===== src/hw/rtl/uri_pv_pkg.sv =====
// uri_pv_pkg: shared types, constants and helper functions for the URI path
// validator. Used by uri_pv_core and uri_path_validator; depends on nothing.

package uri_pv_pkg;

  // Longest path that is still accepted, in bytes
  localparam int MAX_PATH_LENGTH = 4096;
  // Byte counter saturates at MAX_PATH_LENGTH + 1
  localparam int CNT_W = $clog2(MAX_PATH_LENGTH + 2);
  localparam logic [CNT_W-1:0] CNT_LIMIT = CNT_W'(MAX_PATH_LENGTH);

  // Byte codes of interest
  localparam logic [7:0] CH_SPACE   = 8'd32;
  localparam logic [7:0] CH_DEL     = 8'd127;
  localparam logic [7:0] CH_HASH    = 8'h23;
  localparam logic [7:0] CH_COLON   = 8'h3A;
  localparam logic [7:0] CH_PERCENT = 8'h25;
  localparam logic [7:0] CH_SLASH   = 8'h2F;
  localparam logic [7:0] CH_QMARK   = 8'h3F;
  localparam logic [7:0] CH_DOT     = 8'h2E;

  // Reject reason codes
  typedef enum logic [2:0] {
    RSN_NONE   = 3'd0,
    RSN_LONG   = 3'd1,
    RSN_DSLASH = 3'd2,
    RSN_BYTE   = 3'd3,
    RSN_DOT    = 3'd4,
    RSN_COLON  = 3'd5,
    RSN_ESC    = 3'd6
  } reason_t;

  // Percent escape progress
  typedef enum logic [1:0] {
    ESC_IDLE = 2'd0,
    ESC_HIGH = 2'd1,
    ESC_LOW  = 2'd2
  } esc_phase_t;

  // Per-path scan state
  typedef struct packed {
    logic [CNT_W-1:0] byte_count;
    logic             in_query;
    logic             in_first_seg;
    logic             seg_dots_only;
    logic [1:0]       seg_len_sat;
    esc_phase_t       esc_phase;
    logic [3:0]       esc_high;
    logic             first_slash;
    reason_t          first_err;
  } scan_state_t;

  localparam scan_state_t SCAN_RST = '{
    byte_count:    '0,
    in_query:      1'b0,
    in_first_seg:  1'b1,
    seg_dots_only: 1'b1,
    seg_len_sat:   2'd0,
    esc_phase:     ESC_IDLE,
    esc_high:      4'd0,
    first_slash:   1'b0,
    first_err:     RSN_NONE
  };

  // Hex digit decode: bit 4 set means not a hex digit
  function automatic logic [4:0] hex_nibble(input logic [7:0] b);
    logic [4:0] res;
    res = 5'h10;
    if (b inside {[8'h30:8'h39]}) res = {1'b0, b[3:0]};
    else if (b inside {[8'h61:8'h66], [8'h41:8'h46]}) res = {1'b0, b[3:0] + 4'd9};
    return res;
  endfunction

  // Segment is exactly "." or ".."
  function automatic logic is_dot_seg(input scan_state_t s);
    return s.seg_dots_only && (s.seg_len_sat != 2'd0) && (s.seg_len_sat != 2'd3);
  endfunction

endpackage


===== src/hw/rtl/uri_pv_core.sv =====
// uri_pv_core: combinational per-byte scan step and end-of-path verdict.
// Depends on uri_pv_pkg for the state struct, reason codes and helpers.

module uri_pv_core (
  input  uri_pv_pkg::scan_state_t st,
  input  logic [7:0]              path_byte,
  input  logic                    byte_present,
  input  logic                    is_last,
  output uri_pv_pkg::scan_state_t st_nxt,
  output uri_pv_pkg::reason_t     reason
);

  uri_pv_pkg::scan_state_t s;
  uri_pv_pkg::reason_t     err;
  logic [4:0]              nib;
  logic [7:0]              seg_byte;
  logic                    seg_add;
  logic [uri_pv_pkg::CNT_W-1:0] pos;

  always_comb begin
    s        = st;
    err      = uri_pv_pkg::RSN_NONE;
    nib      = uri_pv_pkg::hex_nibble(path_byte);
    seg_byte = path_byte;
    seg_add  = 1'b0;
    pos      = st.byte_count;

    if (byte_present) begin
      // saturating length count
      if (st.byte_count <= uri_pv_pkg::CNT_LIMIT) begin
        s.byte_count = st.byte_count + 1'b1;
      end

      case (st.esc_phase)
        uri_pv_pkg::ESC_HIGH: begin
          if (nib[4]) begin
            err         = uri_pv_pkg::RSN_ESC;
            s.esc_phase = uri_pv_pkg::ESC_IDLE;
          end else begin
            s.esc_high  = nib[3:0];
            s.esc_phase = uri_pv_pkg::ESC_LOW;
          end
        end
        uri_pv_pkg::ESC_LOW: begin
          s.esc_phase = uri_pv_pkg::ESC_IDLE;
          if (nib[4]) begin
            err = uri_pv_pkg::RSN_ESC;
          end else if (!st.in_query) begin
            // decoded byte only lengthens the segment and feeds dot tracking
            seg_byte = {st.esc_high, nib[3:0]};
            seg_add  = 1'b1;
          end
        end
        default: begin
          if (pos == '0) s.first_slash = (path_byte == uri_pv_pkg::CH_SLASH);
          if (pos == uri_pv_pkg::CNT_W'(1) && st.first_slash &&
              path_byte == uri_pv_pkg::CH_SLASH) begin
            err = uri_pv_pkg::RSN_DSLASH;
          end else if (path_byte <= uri_pv_pkg::CH_SPACE ||
                       path_byte == uri_pv_pkg::CH_DEL ||
                       path_byte == uri_pv_pkg::CH_HASH) begin
            err = uri_pv_pkg::RSN_BYTE;
          end else if (!st.in_query && (path_byte == uri_pv_pkg::CH_SLASH ||
                                        path_byte == uri_pv_pkg::CH_QMARK)) begin
            // segment boundary
            if (uri_pv_pkg::is_dot_seg(st)) err = uri_pv_pkg::RSN_DOT;
            s.in_query      = (path_byte == uri_pv_pkg::CH_QMARK);
            s.in_first_seg  = 1'b0;
            s.seg_len_sat   = 2'd0;
            s.seg_dots_only = 1'b1;
          end else if (!st.in_query && st.in_first_seg &&
                       path_byte == uri_pv_pkg::CH_COLON) begin
            err = uri_pv_pkg::RSN_COLON;
          end else if (path_byte == uri_pv_pkg::CH_PERCENT) begin
            s.esc_phase = uri_pv_pkg::ESC_HIGH;
          end else if (!st.in_query) begin
            seg_add = 1'b1;
          end
        end
      endcase

      // segment length and dot tracking
      if (seg_add) begin
        if (st.seg_len_sat != 2'd3) s.seg_len_sat = st.seg_len_sat + 2'd1;
        if (seg_byte != uri_pv_pkg::CH_DOT) s.seg_dots_only = 1'b0;
      end

      // keep only the first error
      if (err != uri_pv_pkg::RSN_NONE && st.first_err == uri_pv_pkg::RSN_NONE) begin
        s.first_err = err;
      end
    end

    // verdict from the updated state; length error outranks the rest
    if (s.byte_count > uri_pv_pkg::CNT_LIMIT) reason = uri_pv_pkg::RSN_LONG;
    else if (s.first_err != uri_pv_pkg::RSN_NONE) reason = s.first_err;
    else if (s.esc_phase != uri_pv_pkg::ESC_IDLE) reason = uri_pv_pkg::RSN_ESC;
    else if (!s.in_query && uri_pv_pkg::is_dot_seg(s)) reason = uri_pv_pkg::RSN_DOT;
    else reason = uri_pv_pkg::RSN_NONE;

    // start over after a verdict
    st_nxt = is_last ? uri_pv_pkg::SCAN_RST : s;
  end

endmodule


===== src/hw/rtl/uri_path_validator.sv =====
// uri_path_validator: top level of the request path checker.
// Depends on uri_pv_pkg and uri_pv_core.
//
// Usage:
//   Input channel (in_valid/in_ready) carries one path byte per transfer,
//   with in_byte_present low for an item that holds no byte (empty path)
//   and in_is_last high on the final item of a path.
//   Result channel (out_valid/out_ready) carries one verdict per path:
//   out_path_ok and out_reject_reason (0 none, 1 too long, 2 double slash,
//   3 bad byte, 4 dot segment, 5 colon, 6 bad escape).
//   Throughput: one item per cycle while no last item waits (below); the scan step is combinational.
//   Each path's verdict passes through the input register, then the result
//   register, before it is shown on the result channel.
//   Items that are not last never wait on the result side. A last item
//   waits in the input register while an earlier verdict is still held;
//   in_ready drops only then.
//   Reset (rst_n low, synchronous) empties both registers and returns the
//   scan state to the start of a new path.

module uri_path_validator (
  input  logic       clk,
  input  logic       rst_n,
  input  logic       in_valid,
  output logic       in_ready,
  input  logic [7:0] in_path_byte,
  input  logic       in_byte_present,
  input  logic       in_is_last,
  output logic       out_valid,
  input  logic       out_ready,
  output logic       out_path_ok,
  output logic [2:0] out_reject_reason
);

  // input register
  logic       in_vld_r;
  logic [7:0] byte_r;
  logic       present_r;
  logic       last_r;

  // scan state and result register
  uri_pv_pkg::scan_state_t st_r;
  uri_pv_pkg::scan_state_t st_nxt;
  uri_pv_pkg::reason_t     reason;
  logic                    out_vld_r;
  uri_pv_pkg::reason_t     reason_r;

  logic advance;
  logic out_free;

  assign out_free = !out_vld_r || out_ready;
  assign advance  = in_vld_r && (!last_r || out_free);
  assign in_ready = !in_vld_r || advance;

  uri_pv_core u_core (
    .st           (st_r),
    .path_byte    (byte_r),
    .byte_present (present_r),
    .is_last      (last_r),
    .st_nxt       (st_nxt),
    .reason       (reason)
  );

  // input stage control
  always_ff @(posedge clk) begin
    if (!rst_n) begin
      in_vld_r <= 1'b0;
    end else if (in_ready) begin
      in_vld_r <= in_valid;
    end
  end

  // input stage payload
  always_ff @(posedge clk) begin
    if (in_ready && in_valid) begin
      byte_r    <= in_path_byte;
      present_r <= in_byte_present;
      last_r    <= in_is_last;
    end
  end

  // scan state
  always_ff @(posedge clk) begin
    if (!rst_n) begin
      st_r <= uri_pv_pkg::SCAN_RST;
    end else if (advance) begin
      st_r <= st_nxt;
    end
  end

  // result register
  always_ff @(posedge clk) begin
    if (!rst_n) begin
      out_vld_r <= 1'b0;
    end else if (advance && last_r) begin
      out_vld_r <= 1'b1;
    end else if (out_ready) begin
      out_vld_r <= 1'b0;
    end
  end

  always_ff @(posedge clk) begin
    if (advance && last_r) begin
      reason_r <= reason;
    end
  end

  assign out_valid         = out_vld_r;
  assign out_reject_reason = reason_r;
  assign out_path_ok       = (reason_r == uri_pv_pkg::RSN_NONE);

endmodule


===== config.mk =====
export PLATFORM = sky130hd
export DESIGN_NAME = uri_path_validator
export DESIGN_NICKNAME = d
export VERILOG_FILES = /design/src/hw/rtl/uri_pv_pkg.sv /design/src/hw/rtl/uri_pv_core.sv /design/src/hw/rtl/uri_path_validator.sv
export SDC_FILE = /design/constraint.sdc
export NUM_CORES = 1
export LEC_CHECK = 0
export ABC_AREA = 1
export BUFFER_PORTS_ARGS = -buffer_cell sky130_fd_sc_hd__buf_2
export CORE_ASPECT_RATIO = 0.75
export CORE_MARGIN = 2
export CORE_UTILIZATION = 35
export DETAILED_ROUTE_END_ITERATION = 10
export MAX_ROUTING_LAYER = met4
export SLEW_MARGIN = 25
export SYNTH_ARGS = -nofsm -noshare
export SYNTH_HDL_FRONTEND = slang
export SYNTH_SLANG_ARGS = --single-unit
export TNS_END_PERCENT = 10

===== constraint.sdc =====
create_clock -name clk -period 2.5 [get_ports clk]
set_input_delay 0.25 -clock clk [delete_from_list [all_inputs] [get_ports clk]]
set_output_delay 0.25 -clock clk [all_outputs]
set_load 0.005 [all_outputs]

* After elaboration in Yosys (flattened, before gate mapping)
Index checks and enable logic that the tools add are counted.
** Word-level totals
- Flip-flop bits (word level) :: 43
- Bits in latches :: 0
- RAM bits :: 0
- ROM bits :: 0
- Input bits :: 14
- Output and inout bits :: 6
- Word-level logic and storage cells :: 137
- Memories kept :: 0
** Cells by class
- Add/sub/neg operators :: 3
- $mul :: 0
- Div/mod/pow operators :: 0
- Order comparisons :: 9
- Eq/ne operators :: 16
- Shift operators :: 0
- Mux-type cells :: 48
- Bitwise gates (word level) :: 0
- Reductions and logical operators :: 46
** Operators with widths (count)
- 28-bit two-way mux :: 2
- 8-bit by 6-bit equality test with 1-bit output (second input constant) :: 5
- 3-bit two-way mux :: 13
- 8-bit two-way mux :: 4
- 5-bit two-way mux :: 4
- 2-bit nonzero test :: 9
- 1-bit logical AND :: 17
- 8-bit by 7-bit greater-or-equal comparator with 1-bit output (second input constant) :: 2
- 8-bit by 6-bit less-or-equal comparator with 1-bit output (second input constant) :: 2
- 8-bit by 7-bit less-or-equal comparator with 1-bit output (second input constant) :: 2
- 7-bit two-way mux :: 2
- 13-bit by 1-bit adder with 13-bit output (second input constant) :: 1
- 13-bit by 1-bit equality test with 1-bit output (second input constant) :: 1
- 13-bit > comparator (second input constant) :: 1
- 13-bit less-or-equal comparator (second input constant) :: 1
- 13-bit logical NOT :: 1
- 1-bit two-way mux :: 13
- 13-bit two-way mux :: 1
- 2-bit two-way mux :: 5
- 2-bit inequality test (second input constant) :: 5
- 8-bit by 7-bit equality test with 1-bit output (second input constant) :: 1
- 8-bit by 6-bit greater-or-equal comparator with 1-bit output (second input constant) :: 1
- 4-bit two-way mux :: 2
- 8-bit by 6-bit inequality test with 1-bit output (second input constant) :: 1
- other kinds (14) :: 26

* Depth between registers and ports, before layout
- Word-level depth :: 20
- Gate-level depth with buffers :: 16
- Depth with buffers taken out :: 16

* By module
Synthesis repeated with hierarchy kept, for this count alone.
** Second synthesis, totals
- Cell total of the unflattened synthesis :: 552
- Area total of the unflattened synthesis :: 3370.7 sq um
** By module, submodules not included
- uri_path_validator :: instances 1, cells each 209, area each 1751.7 sq um, sequential area each 991.0 sq um
- uri_pv_core :: instances 1, cells each 343, area each 1619.1 sq um, sequential area each 0.0 sq um

* Least setup slack after synthesis
No wires, ideal clock.
- Path kind :: register to register
- Start point :: reg byte_r[0]
- End point :: reg reason_r[2] (netlist: out_reject_reason[2]) (data pin)
- Library setup time :: 0.258 ns
- Arrival :: 1.725 ns
- Data required time :: 2.242 ns
- Setup slack :: 0.517 ns
- Stages on the path, launching flop included :: 15
- Path buffers :: 0
- Period minus slack after synthesis :: 1.983 ns
- Cells stage by stage :: edfxtp_1 > inv_1 > ha_1 > inv_1 > nand3_1 > nand3_4 > nand2_4 > nand2_2 > nand2_2 > a21boi_2 > nand3_1 > nand2_2 > nand2_1 > nand3_2 > a21oi_2
** On the way
- Cells in the longest elaborated chain, start to end :: 19
- Elaborated cells on any way between the ends :: 73
- Those cells by class :: 1 x add/sub; 7 x order compare; 8 x eq/ne; 38 x mux; 19 x reduce/logical
** RTL lines
- start, declared :: RTL line uri_path_validator.sv:36 : logic [7:0] byte_r;
- start signal, assigned :: RTL line uri_path_validator.sv:75 : byte_r <= in_path_byte;
- 8-bit by 7-bit greater-or-equal comparator with 1-bit output / 8-bit by 7-bit less-or-equal comparator with 1-bit output (equally long branches) :: RTL line uri_pv_pkg.sv:70 : else if (b inside {[8'h61:8'h66], [8'h41:8'h46]}) res = {1'b0, b[3:0] + 4'd9};
- 1-bit logical AND :: RTL line uri_pv_pkg.sv:70
- 2-bit nonzero test :: RTL line uri_pv_pkg.sv:70
- 5-bit two-way mux :: RTL line uri_pv_pkg.sv:70
- 5-bit two-way mux :: RTL line uri_pv_pkg.sv:69 : if (b inside {[8'h30:8'h39]}) res = {1'b0, b[3:0]};
- 8-bit two-way mux :: RTL line uri_pv_core.sv:48 : end else if (!st.in_query) begin
- 8-bit two-way mux :: RTL line uri_pv_core.sv:46 : if (nib[4]) begin
- 8-bit two-way mux :: RTL line uri_pv_core.sv:34 : case (st.esc_phase)
- (+2 left out)
- 1-bit two-way mux :: RTL line uri_pv_core.sv:85 : if (seg_byte != uri_pv_pkg::CH_DOT) s.seg_dots_only = 1'b0;
- 3-bit two-way mux :: RTL line uri_pv_core.sv:83 : if (seg_add) begin
- 28-bit two-way mux * :: RTL line uri_pv_core.sv:28 : if (byte_present) begin
- 1-bit logical AND (2 in series) :: RTL line uri_pv_pkg.sv:76 : return s.seg_dots_only && (s.seg_len_sat != 2'd0) && (s.seg_len_sat != 2'd3);
- 1-bit logical AND :: RTL line uri_pv_core.sv:98 : else if (!s.in_query && uri_pv_pkg::is_dot_seg(s)) reason = uri_pv_pkg::RSN_DOT;
- 3-bit two-way mux :: RTL line uri_pv_core.sv:98
- 3-bit two-way mux :: RTL line uri_pv_core.sv:97 : else if (s.esc_phase != uri_pv_pkg::ESC_IDLE) reason = uri_pv_pkg::RSN_ESC;
- 3-bit two-way mux * :: RTL line uri_pv_core.sv:96 : else if (s.first_err != uri_pv_pkg::RSN_NONE) reason = s.first_err;
- end signal, assigned :: RTL line uri_path_validator.sv:103 : reason_r <= reason;
- end, declared :: RTL line uri_path_validator.sv:45 : uri_pv_pkg::reason_t reason_r;
Mark *: on every way between the ends. The rest lies on a longest branch, timed or not. The select of a mux whose other input is x is not followed.
A chain may end at the register's enable or synchronous reset.

* Worst setup path after layout
Ends and elaborated chain as after synthesis.

==> impl_metrics.prom <==
# TYPE chip_impl_metric gauge
chip_impl_metric{name="grt_pass1_vias",unit=""} 2692
chip_impl_info{name="timing.hold.worst.class",value="primary input to flop"} 1
chip_impl_metric{name="worst-r2r-setup-slack",unit="ns"} 0.24
chip_impl_info{name="reg2reg_to",value="out_reject_reason[2]"} 1
chip_impl_metric{name="synth.yosys.warnings",unit=""} 0
chip_impl_metric{name="dr_total_vias",unit=""} 2859
chip_impl_info{name="synth_top_cell_by_area",value="sky130_fd_sc_hd__dfxtp_1"} 1
chip_impl_metric{name="grt_pass1_wl",unit="um"} 12740
chip_impl_metric{name="pin_count_of_the_biggest_net_entering_global_routing",unit=""} 26
chip_impl_metric{name="area_of_the_multi_input_gates",unit="um^2"} 1787
chip_impl_metric{name="dp_hpwl",unit="um"} 5543
chip_impl_metric{name="synthesis.instances",unit=""} 450
chip_impl_info{name="r2r_start",value="byte_r[0]"} 1
chip_impl_metric{name="ctsLongestPathBuffers",unit=""} 2
chip_impl_metric{name="groute.usage.overall",unit="%"} 16.51
chip_impl_metric{name="grt_antenna_before_repair",unit=""} 0
chip_impl_metric{name="period_utilization",unit="%"} 90.50
chip_impl_metric{name="totalNegativeSetupSlack",unit="ns"} 0
chip_impl_metric{name="mappedNetlistNets",unit=""} 475
chip_impl_metric{name="timing.clock.skew",unit="ns"} 0.008270
chip_impl_info{name="rsz0062_at_grt",value="false"} 1
chip_impl_metric{name="vias_per_cell",unit=""} 4.938
chip_impl_metric{name="core_region_area",unit="um^2"} 8491
chip_impl_metric{name="ys_types",unit=""} 42
chip_impl_info{name="timing.hold.worst.start",value="in_path_byte[1]"} 1
chip_impl_metric{name="layout-area-overhead-vs-synth",unit="%"} 10.86
chip_impl_metric{name="crit_fanout",unit=""} 7
chip_impl_metric{name="clock_sink_count",unit=""} 43
chip_impl_metric{name="yosys.area.top_type_share",unit="%"} 19.52
chip_impl_info{name="post_synth_most_frequent_cells",value="135 x sky130_fd_sc_hd__nand2_1, 54 x sky130_fd_sc_hd__inv_1, 46 x sky130_fd_sc_hd__nand3_1"} 1
chip_impl_metric{name="routedWlPerCell",unit="um"} 12.60
chip_impl_metric{name="htreeDepth",unit=""} 2
chip_impl_info{name="clock_tree.root_cell",value="sky130_fd_sc_hd__clkbuf_16"} 1
chip_impl_metric{name="cell_pwr_density",unit="nW/um^2"} 468.1
chip_impl_info{name="min_to",value="byte_r[1]"} 1
chip_impl_info{name="dominantRegCellSynth",value="sky130_fd_sc_hd__dfxtp_1"} 1
chip_impl_metric{name="tightestPinTransition",unit="ns"} 0.7453
chip_impl_info{name="outcome",value="complete, no violations"} 1
chip_impl_metric{name="leakagePower",unit="nW"} 1.529
chip_impl_metric{name="post_synth.cell_area_avg",unit="um^2"} 6.837
chip_impl_metric{name="worstSkewPairLatency",unit="ns"} 0.28
chip_impl_info{name="yosys-top-cells-area",value="sky130_fd_sc_hd__dfxtp_1 20%, sky130_fd_sc_hd__nand2_1 16%, sky130_fd_sc_hd__edfxtp_1 13%"} 1
chip_impl_metric{name="initial_core_util",unit="%"} 36.24
chip_impl_metric{name="fraction_of_layout_instances_using_a_drive_strength_above_1",unit="%"} 16.99
chip_impl_info{name="worst-setup-path-type",value="flop to flop"} 1
chip_impl_metric{name="top_level_ports",unit=""} 20
chip_impl_metric{name="timing.max_slew.rel_slack",unit="%"} 50.26
chip_impl_metric{name="cts-buffers-inserted",unit=""} 5
chip_impl_metric{name="routability_congestion",unit=""} 0.8908
chip_impl_metric{name="floorplan.die.width",unit="um"} 112.3
chip_impl_metric{name="drt-met1-wl",unit="um"} 3983
chip_impl_info{name="endpoint_kind",value="flop"} 1
chip_impl_metric{name="final_net_count",unit=""} 495
chip_impl_metric{name="postRouteWirelength",unit="um"} 7298
chip_impl_metric{name="place.port_buffers",unit=""} 19
chip_impl_metric{name="first_pass_iters",unit=""} 4
chip_impl_metric{name="count_of_flip_flops_with_a_built_in_enable_after_synthesis",unit=""} 13
chip_impl_metric{name="vdd.ir_drop.worst",unit="uV"} 310.2
chip_impl_metric{name="flops_latches_synth",unit=""} 43
chip_impl_metric{name="timing.final.max_slew_violations",unit=""} 0
chip_impl_metric{name="layout.area.seq",unit="um^2"} 992.2
chip_impl_metric{name="holdPathStages",unit=""} 1
chip_impl_metric{name="antenna_cells",unit=""} 0
chip_impl_metric{name="timing_hold_violations_final",unit=""} 0
chip_impl_metric{name="fp.dieArea",unit="um^2"} 9564
chip_impl_metric{name="chipHeight",unit="um"} 85.20
chip_impl_metric{name="drt_iter0_markers",unit=""} 166
chip_impl_metric{name="fillCellCount",unit=""} 909
chip_impl_metric{name="ant_nets",unit=""} 0
chip_impl_metric{name="std_cell_rows",unit=""} 29
chip_impl_metric{name="timing.fmax",unit="MHz"} 442.0
chip_impl_metric{name="drv.max_cap_violation_count",unit=""} 0
chip_impl_metric{name="required",unit="ns"} 2.53
chip_impl_info{name="topRoutingLayerUsed",value="met4"} 1
chip_impl_metric{name="met3_wire_length",unit="um"} 292
chip_impl_metric{name="critPathArrivalTime",unit="ns"} 2.30
chip_impl_info{name="most_frequently_used_cell_type_in_the_post_synthesis_netlist",value="sky130_fd_sc_hd__nand2_1"} 1
chip_impl_metric{name="finalHoldWorstSlack",unit="ns"} 0.1351
chip_impl_metric{name="setup_violations",unit=""} 0
chip_impl_metric{name="clkSlewWorstSetupHoldPaths",unit="ns"} 0.07
chip_impl_metric{name="synth_area",unit="um^2"} 3077
chip_impl_metric{name="period_minus_slack",unit="ns"} 2.263
chip_impl_metric{name="reg2regPathDepth",unit=""} 14
chip_impl_metric{name="asyncSetResetFlopFracSynth",unit="%"} 0
chip_impl_metric{name="route.met2.wl",unit="um"} 2967
chip_impl_metric{name="drt_drc_violations_left",unit=""} 0
chip_impl_info{name="crit_path_start_kind",value="flop"} 1
chip_impl_info{name="cts_tree",value="built"} 1
chip_impl_metric{name="globalRoute.totalOverflow",unit=""} 0
chip_impl_metric{name="synth.yosys.seq_area_share",unit="%"} 32.21
chip_impl_metric{name="design_power_total",unit="mW"} 1.597
chip_impl_metric{name="final_design_area_no_fill",unit="um^2"} 3411
chip_impl_metric{name="post_dp_cell_area",unit="um^2"} 3268
==> worst max-delay path by stage <==
stage               slack, ns  startpoint                   end  cells after the start
finish                   0.24   byte_r[0]  out_reject_reason[2]                     14
global route            0.007   byte_r[0]               st_r[7]                     12
CTS                      0.22    st_r[15]  out_reject_reason[0]                     15
detailed placement       0.23    st_r[15]  out_reject_reason[0]                     15
global placement         0.28   byte_r[0]  out_reject_reason[2]                     14
floorplan                0.52   byte_r[0]  out_reject_reason[2]                     14
==> cell families after synthesis <==
kind of cell,Yosys count,share of synthesized area [%]
AND/OR/NAND/NOR,263,41.20
multiplexers,1,0.3253
flip-flops,43,32.21
XOR/XNOR,5,1.423
adder cells (fa/ha/maj),11,4.473
AO/OA/AOI/OAI,57,10.65
buffers and inverters,70,9.719
==> report_power, final <==
part	switching (mW)	internal [mW]
registers	0.0200	0.742
clock network	0.269	0.369
logic	0.133	0.0649
==> cells in the final DEF, fill, tap and decap left out, types with 8 or more instances in the layout <==
cell type	netlist	layout
sky130_fd_sc_hd__nor2_1	26	26
sky130_fd_sc_hd__buf_2	0	19
sky130_fd_sc_hd__ha_1	11	11
sky130_fd_sc_hd__dfxtp_1	30	29
sky130_fd_sc_hd__nand2_1	135	135
sky130_fd_sc_hd__inv_1	54	54
sky130_fd_sc_hd__nor3_1	8	8
sky130_fd_sc_hd__nand3_1	46	46
sky130_fd_sc_hd__nor2_2	10	10
sky130_fd_sc_hd__a21oi_1	30	30
sky130_fd_sc_hd__o21ai_0	8	8
sky130_fd_sc_hd__edfxtp_1	13	13
sky130_fd_sc_hd__nand2_2	11	11
==> per-stage QoR <==
stage	util (%)	setup WS, ns	instances
2_1_floorplan	-	0.5170	450
3_3_place_gp	38.49	0.2832	571
3_5_place_dp	38.49	0.2336	571
4_1_cts	40.16	0.2237	579
5_1_grt	40.17	0.007199	579
6_report	40.17	0.2374	579
==> worst max-delay path: stages (launching register included) <==
cell and delay, ns:
sky130_fd_sc_hd__edfxtp_1 0.49, sky130_fd_sc_hd__inv_1 0.12, sky130_fd_sc_hd__ha_1 0.17, sky130_fd_sc_hd__inv_1 0.05, sky130_fd_sc_hd__nand3_1 0.12, sky130_fd_sc_hd__nand3_4 0.13
sky130_fd_sc_hd__nand2_4 0.14, sky130_fd_sc_hd__nand2_2 0.06, sky130_fd_sc_hd__nand2_2 0.08, sky130_fd_sc_hd__a21boi_2 0.23, sky130_fd_sc_hd__nand3_1 0.11, sky130_fd_sc_hd__nand2_2 0.10
sky130_fd_sc_hd__nand2_1 0.07, sky130_fd_sc_hd__nand3_2 0.08, sky130_fd_sc_hd__a21oi_2 0.05
==> repair_timing <==
| action | in CTS | in global routing |
|---|---|---|
| hold buffers | 0 | 0 |
| endpoints found under the hold margin | 0 | 0 |
| resized for setup | 0 | 1 |
| setup buffers | 0 | 0 |
| setup endpoints to repair | 0 | 1 |
==> sequential cells by signal (all words and copies together), names as in the netlist <==
name / flops
st_r: 28
byte_r: 8
out_reject_reason: 3
in_vld_r: 1
last_r: 1
out_valid: 1
present_r: 1
==> area by class of cell <==
cell class	count	share of cell area, %
inverters	60	6.750
repair buffers	23	3.668
flip-flops and latches	43	29.09
multi-input cells	337	52.38
well taps	108	3.962
clock inverters	2	0.3668
clock buffers	6	3.778
==> per-layer routing <==
layer  GRT usage (%)  up-vias
met5               -        -
met1           24.11     1293
met4           3.769        0
met3           2.357        4
met2           24.21       62
li1                -     1500
Power figures use the tool's default switching activity.
